**src/rtl/pda_pkg.sv**
```systemverilog
`timescale 1ns / 1ps
package pda_pkg;
  typedef enum logic [1:0] {
    OP_ADD   = 2'd0,
    OP_READ  = 2'd1,
    OP_CLEAR = 2'd2,
    OP_NONE  = 2'd3
  } opcode_e;

  typedef enum logic [3:0] {
    ST_INIT,
    ST_IDLE,
    ST_SELF,
    ST_SELF_WB,
    ST_PAIR_RD,
    ST_PAIR_WB,
    ST_READ,
    ST_CLEAR,
    ST_OUT
  } state_e;

  // Controller to datapath commands
  typedef struct packed {
    logic load;      // capture input transaction
    logic clr_ptr;   // restart sweep / column counter
    logic clr_step;  // zero one store entry, advance pointer
    logic self_rd;   // read diagonal entry
    logic pair_rd;   // read buffered sample and pair entry
    logic wb;        // write back accumulated entry
    logic col_inc;   // next earlier sample
    logic rd_req;    // read for host
    logic out_load;  // load output register
    logic pos_adv;   // advance sample position
  } cmd_t;

  // Datapath to controller status
  typedef struct packed {
    opcode_e op;
    logic    cov_zero;
    logic    cov_gt1;
    logic    col_done;   // column reached current position
    logic    col_last;   // column is the last earlier sample
    logic    clr_done;   // sweep at last entry
    logic    cj_zero;    // buffered sample has no coverage
  } status_t;
endpackage

```
**src/rtl/pda_ctrl.sv**
```systemverilog
`timescale 1ns / 1ps
module pda_ctrl (
  input  logic              clk_i,
  input  logic              rst_ni,
  input  logic              in_valid_i,
  output logic              in_stall_o,
  output logic              out_valid_o,
  input  logic              out_stall_i,
  input  pda_pkg::status_t  sts_i,
  output pda_pkg::cmd_t     cmd_o
);
  pda_pkg::state_e state_q, state_d;
  logic out_valid_q, out_valid_d;

  // Next state
  always_comb begin
    state_d = state_q;
    unique case (state_q)
      pda_pkg::ST_INIT: if (sts_i.clr_done) state_d = pda_pkg::ST_IDLE;
      pda_pkg::ST_IDLE: if (in_valid_i && !in_stall_o) state_d = pda_pkg::ST_SELF;
      pda_pkg::ST_SELF: begin
        unique case (sts_i.op)
          pda_pkg::OP_ADD:   state_d = sts_i.cov_zero ? pda_pkg::ST_IDLE :
                                       (sts_i.cov_gt1 ? pda_pkg::ST_SELF_WB :
                                        (sts_i.col_done ? pda_pkg::ST_IDLE :
                                         pda_pkg::ST_PAIR_RD));
          pda_pkg::OP_READ:  state_d = pda_pkg::ST_READ;
          pda_pkg::OP_CLEAR: state_d = pda_pkg::ST_CLEAR;
          default:           state_d = pda_pkg::ST_IDLE;
        endcase
      end
      pda_pkg::ST_SELF_WB: state_d = sts_i.col_done ? pda_pkg::ST_IDLE : pda_pkg::ST_PAIR_RD;
      pda_pkg::ST_PAIR_RD: state_d = pda_pkg::ST_OUT;
      pda_pkg::ST_OUT:     state_d = pda_pkg::ST_PAIR_WB;
      pda_pkg::ST_PAIR_WB: state_d = sts_i.col_last ? pda_pkg::ST_IDLE : pda_pkg::ST_PAIR_RD;
      pda_pkg::ST_READ:    if (!out_valid_q || !out_stall_i) state_d = pda_pkg::ST_IDLE;
      pda_pkg::ST_CLEAR:   if (sts_i.clr_done) state_d = pda_pkg::ST_IDLE;
      default:             state_d = pda_pkg::ST_IDLE;
    endcase
  end

  // Outputs
  always_comb begin
    cmd_o       = '0;
    in_stall_o  = (state_q != pda_pkg::ST_IDLE);
    out_valid_d = out_valid_q && out_stall_i;
    unique case (state_q)
      pda_pkg::ST_INIT: cmd_o.clr_step = 1'b1;
      pda_pkg::ST_IDLE: begin
        cmd_o.load    = in_valid_i;
        cmd_o.clr_ptr = 1'b1;
      end
      pda_pkg::ST_SELF: begin
        unique case (sts_i.op)
          pda_pkg::OP_ADD: begin
            cmd_o.pos_adv = 1'b1;
            cmd_o.self_rd = sts_i.cov_gt1;
          end
          pda_pkg::OP_READ: cmd_o.rd_req = 1'b1;
          default: ;
        endcase
      end
      // diagonal entry, column counter stays at the first earlier sample
      pda_pkg::ST_SELF_WB: cmd_o.wb = 1'b1;
      pda_pkg::ST_PAIR_RD: cmd_o.pair_rd = 1'b1;
      pda_pkg::ST_OUT: ;
      pda_pkg::ST_PAIR_WB: begin
        // pair entries skip empty samples
        cmd_o.wb      = !sts_i.cj_zero;
        cmd_o.col_inc = 1'b1;
      end
      pda_pkg::ST_READ: if (!out_valid_q || !out_stall_i) begin
        cmd_o.out_load = 1'b1;
        out_valid_d    = 1'b1;
      end
      pda_pkg::ST_CLEAR: cmd_o.clr_step = 1'b1;
      default: ;
    endcase
  end

  always_ff @(posedge clk_i or negedge rst_ni) begin
    if (!rst_ni) begin
      state_q     <= pda_pkg::ST_INIT;
      out_valid_q <= 1'b0;
    end else begin
      state_q     <= state_d;
      out_valid_q <= out_valid_d;
    end
  end
  assign out_valid_o = out_valid_q;
endmodule

```
**config.mk**
```make
export PLATFORM = sky130hd
export DESIGN_NAME = pda_ctrl
export DESIGN_NICKNAME = d
export VERILOG_FILES = /design/src/rtl/pda_pkg.sv /design/src/rtl/pda_ctrl.sv
export SDC_FILE = /design/constraint.sdc
export NUM_CORES = 1
export LEC_CHECK = 0
export ABC_AREA = 0
export ABC_CLOCK_PERIOD_IN_PS = 1540
export BUFFER_PORTS_ARGS = -buffer_cell sky130_fd_sc_hd__buf_2
export CAP_MARGIN = 30
export CORE_MARGIN = 2
export CORE_UTILIZATION = 41
export DETAILED_ROUTE_END_ITERATION = 16
export PLACE_DENSITY = 0.79
export SYNTH_ARGS = -nofsm -noshare
export SYNTH_HDL_FRONTEND = slang
export SYNTH_SLANG_ARGS = --single-unit
```
**constraint.sdc**
```tcl
create_clock -name clk_i -period 1.54 [get_ports clk_i]
set_clock_uncertainty 0.1 [all_clocks]
set_input_delay 0.308 -clock clk_i [delete_from_list [all_inputs] [get_ports clk_i]]
set_output_delay 0.308 -clock clk_i [all_outputs]
set_load 0.02 [all_outputs]
```
==> metrics.txt <==
Die Footprint=between 0.0015 and 0.002 mm2; failing checks=negative setup slack; Most used DFF post-synth=sky130_fd_sc_hd__dfrtp_1; setup violators final=14; outcome=finished, violations left; final worst setup slack=-0.337 ns; CP required=1.13 ns; post-layout total power=roughly 2.1 mW; area of the core=~0.0013 mm2; cell-by-cell trace of the critical path=nand2b_4 > or3_4 > nor2_4 > buf_6; delay of the slowest cell on the worst path=0.44 ns; Total Routing Usage GR=23.2%; commonest cells in the netlist=sky130_fd_sc_hd__dfrtp_1, sky130_fd_sc_hd__inv_1, sky130_fd_sc_hd__ha_1, sky130_fd_sc_hd__nand2_1; clock root buffer=sky130_fd_sc_hd__clkbuf_4; top cell type by total area after synthesis=sky130_fd_sc_hd__dfrtp_1; number of I/O port buffers=23; buffers from clock root to sink, at most=2; sequential fraction of the synthesis area=21.6%; Post-DRT Antenna Nets=0; post-synthesis cell type count=34; H-tree level count=1; element type at the critical path start=flop; crit path DAT=1.47 ns; number of nets in the final layout=134; setup slack at placement=-0.130 ns; DRT iter0 DRCs=15; post-detailed-route DRC marker count=0; final worst path period need=1.88 ns; headroom to the max-slew limit=about three quarters; minimum hold slack=0.296 ns; cell area power density=between 1500 and 2000 mW/mm2; last weighted congestion value of the routability-driven placer=0.790; area of the mapped netlist=581 um2; detailed-placement wirelength estimate=1270 um; top fanout value on the critical path=5; register clock-pin slew on the reported worst setup and hold paths=0.05 ns; clock buffers created by TritonCTS=3; kind of critical path=flop to output pin; number of enable flip-flop cells after synthesis=0; cell type group with the largest total delay on the critical path=simple AND/OR/NAND/NOR gates; area growth from synthesis to final layout=97.0%; maximum number of pins on one net before global-route repair=7; CTS sink count=5; Vias per Instance=5.31; routed vias=701; Initial Utilization=44.1%; warnings from Yosys=0; number of global-route vias before repair=around 730; Die H=41.6 um; portion of the clock cycle consumed by the worst path in the final layout=122%; initial antenna violation count=0; area share of the largest cell type after synthesis=21.6%; average cell area after synthesis=about 9.4 um2; count of final max-slew check failures=0; Pleak=0.549 nW; IR drop worst, VDD=1.31 mV; length of the first detailed-routing pass in iterations=4; number of buffers and inverters on the critical path=1; Syn Inst Count=62; actual slew at the worst max-slew pin=about 0.34 ns; WL/cell=15.7 um; layout filler cell count=69; share of final-layout standard cells stronger than drive strength 1=71.8%; type of destination of the critical path=output pin; count of max-cap constraint violations=0; cell types with the largest area share after synthesis=sky130_fd_sc_hd__dfrtp_1, sky130_fd_sc_hd__ha_1, sky130_fd_sc_hd__buf_6; first-pass GRT wire length=3120 um; Storage cell area=128 um2; Hold WC Path Type=primary input to flop; Ant. Diodes=0; remaining global-route overflow=0; slowest cell on the critical path=sky130_fd_sc_hd__dfrtp_2; DRT Wirelength=2070 um; count of state elements after synthesis=5; die boundary width=41.6 um; setup repair after global routing missed its margin=true; clock latency at the later pin of the worst-skew pair=0.26 ns; clock tree from TritonCTS=done; synthesized net count=78; row count=13; share of flip-flops with an asynchronous set or reset=100%; maximum operating frequency=533 MHz; top-level I/O count=24; Hold Violations, Final=0; accumulated negative setup slack=-3.15 ns; multi-input logic area=505 um2
[area by class of cell]
type                            count  area share [%]
Multi-Input combinational cell     47            44.2
Timing Repair Buffer               55            38.6
Sequential cell                     5            11.2
Clock buffer                        3            1.97
Inverter                            6            1.97
Tap cell                           15            1.64
Clock inverter                      1           0.438
[routing by layer]
layer	GRT usage (%)	share of wire (%)
met1	26.1	37
met2	43.8	58
met3	2.17	2.8
met4	9.68	2.5
met5	0	0
[final timing paths]
kind                                   startpoint                      to  slack [ns]  depth (start not counted)
min in group asynchronous                  rst_ni  state_q[3]$_DFFE_PN0P_        0.32                          2
setup reg to reg           state_q[3]$_DFFE_PN0P_  state_q[0]$_DFFE_PN0P_       -0.14                          6
hold / removal                        out_stall_i   out_valid_o$_DFF_PN0_        0.30                          3
hold reg to reg             out_valid_o$_DFF_PN0_   out_valid_o$_DFF_PN0_        0.54                          2
setup / recovery           state_q[0]$_DFFE_PN0P_                cmd_o[6]       -0.34                          4
max in group asynchronous                  rst_ni  state_q[1]$_DFFE_PN0P_        0.87                          2
[flip-flops by register name, indices dropped and copies added, names as in the netlist]
register     count
state_q          4
out_valid_o      1
[tightest hold or removal path, cell delays in order]
cell,delay (ns)
sky130_fd_sc_hd__buf_2,0.11
sky130_fd_sc_hd__nand2_1,0.11
sky130_fd_sc_hd__nand2_1,0.08
[cell usage in the layout, fill, tap and decap left out, types with 2 or more instances in the layout]
cell / instances
sky130_fd_sc_hd__buf_2: 12
sky130_fd_sc_hd__inv_1: 5
sky130_fd_sc_hd__nor2_4: 2
sky130_fd_sc_hd__or3_4: 2
sky130_fd_sc_hd__buf_4: 27
sky130_fd_sc_hd__nor3_4: 2
sky130_fd_sc_hd__nand2_1: 4
sky130_fd_sc_hd__a21oi_4: 2
sky130_fd_sc_hd__clkbuf_4: 3
sky130_fd_sc_hd__nand2b_1: 3
sky130_fd_sc_hd__buf_6: 15
sky130_fd_sc_hd__and2_4: 3
sky130_fd_sc_hd__a31oi_1: 2
sky130_fd_sc_hd__ha_1: 4
sky130_fd_sc_hd__dfrtp_1: 3
sky130_fd_sc_hd__dfrtp_2: 2
[stage by stage]
stage	std cells	util [%]	cell area [um2]
final	132	86.8	1140
after CTS	131	81.2	1070
after detailed placement	118	65.8	867
after global routing	132	86.8	1140
after floorplan	62	-	607
after global placement	118	65.8	867
[report_power, final]
part,internal [mW],switching (mW)
Combinational,0.966,0.743
Clock,0.0948,0.0699
Sequential,0.187,0.0693
Total,1.25,0.883
[logic make-up after synthesis]
kind of cell / count (synthesis) / share of synthesized area (%)
adders and majority gates: 4 / 8.62
buffers and inverters: 10 / 10.6
DFF: 5 / 21.6
muxes: 3 / 6.03
and+or+nand+nor: 26 / 32.3
AOI/OAI and AO/OA: 14 / 20.9
[repair_timing]
action / in CTS / in global routing
pin swaps: 6 / 8
setup endpoints to repair: 14 / 14
resized for setup: 28 / 16
hold endpoints to repair: 5 / 0
buffers inserted: 8 / 2
hold buffers: 1 / 0
Note: power is estimated with default switching activity, not from simulation.
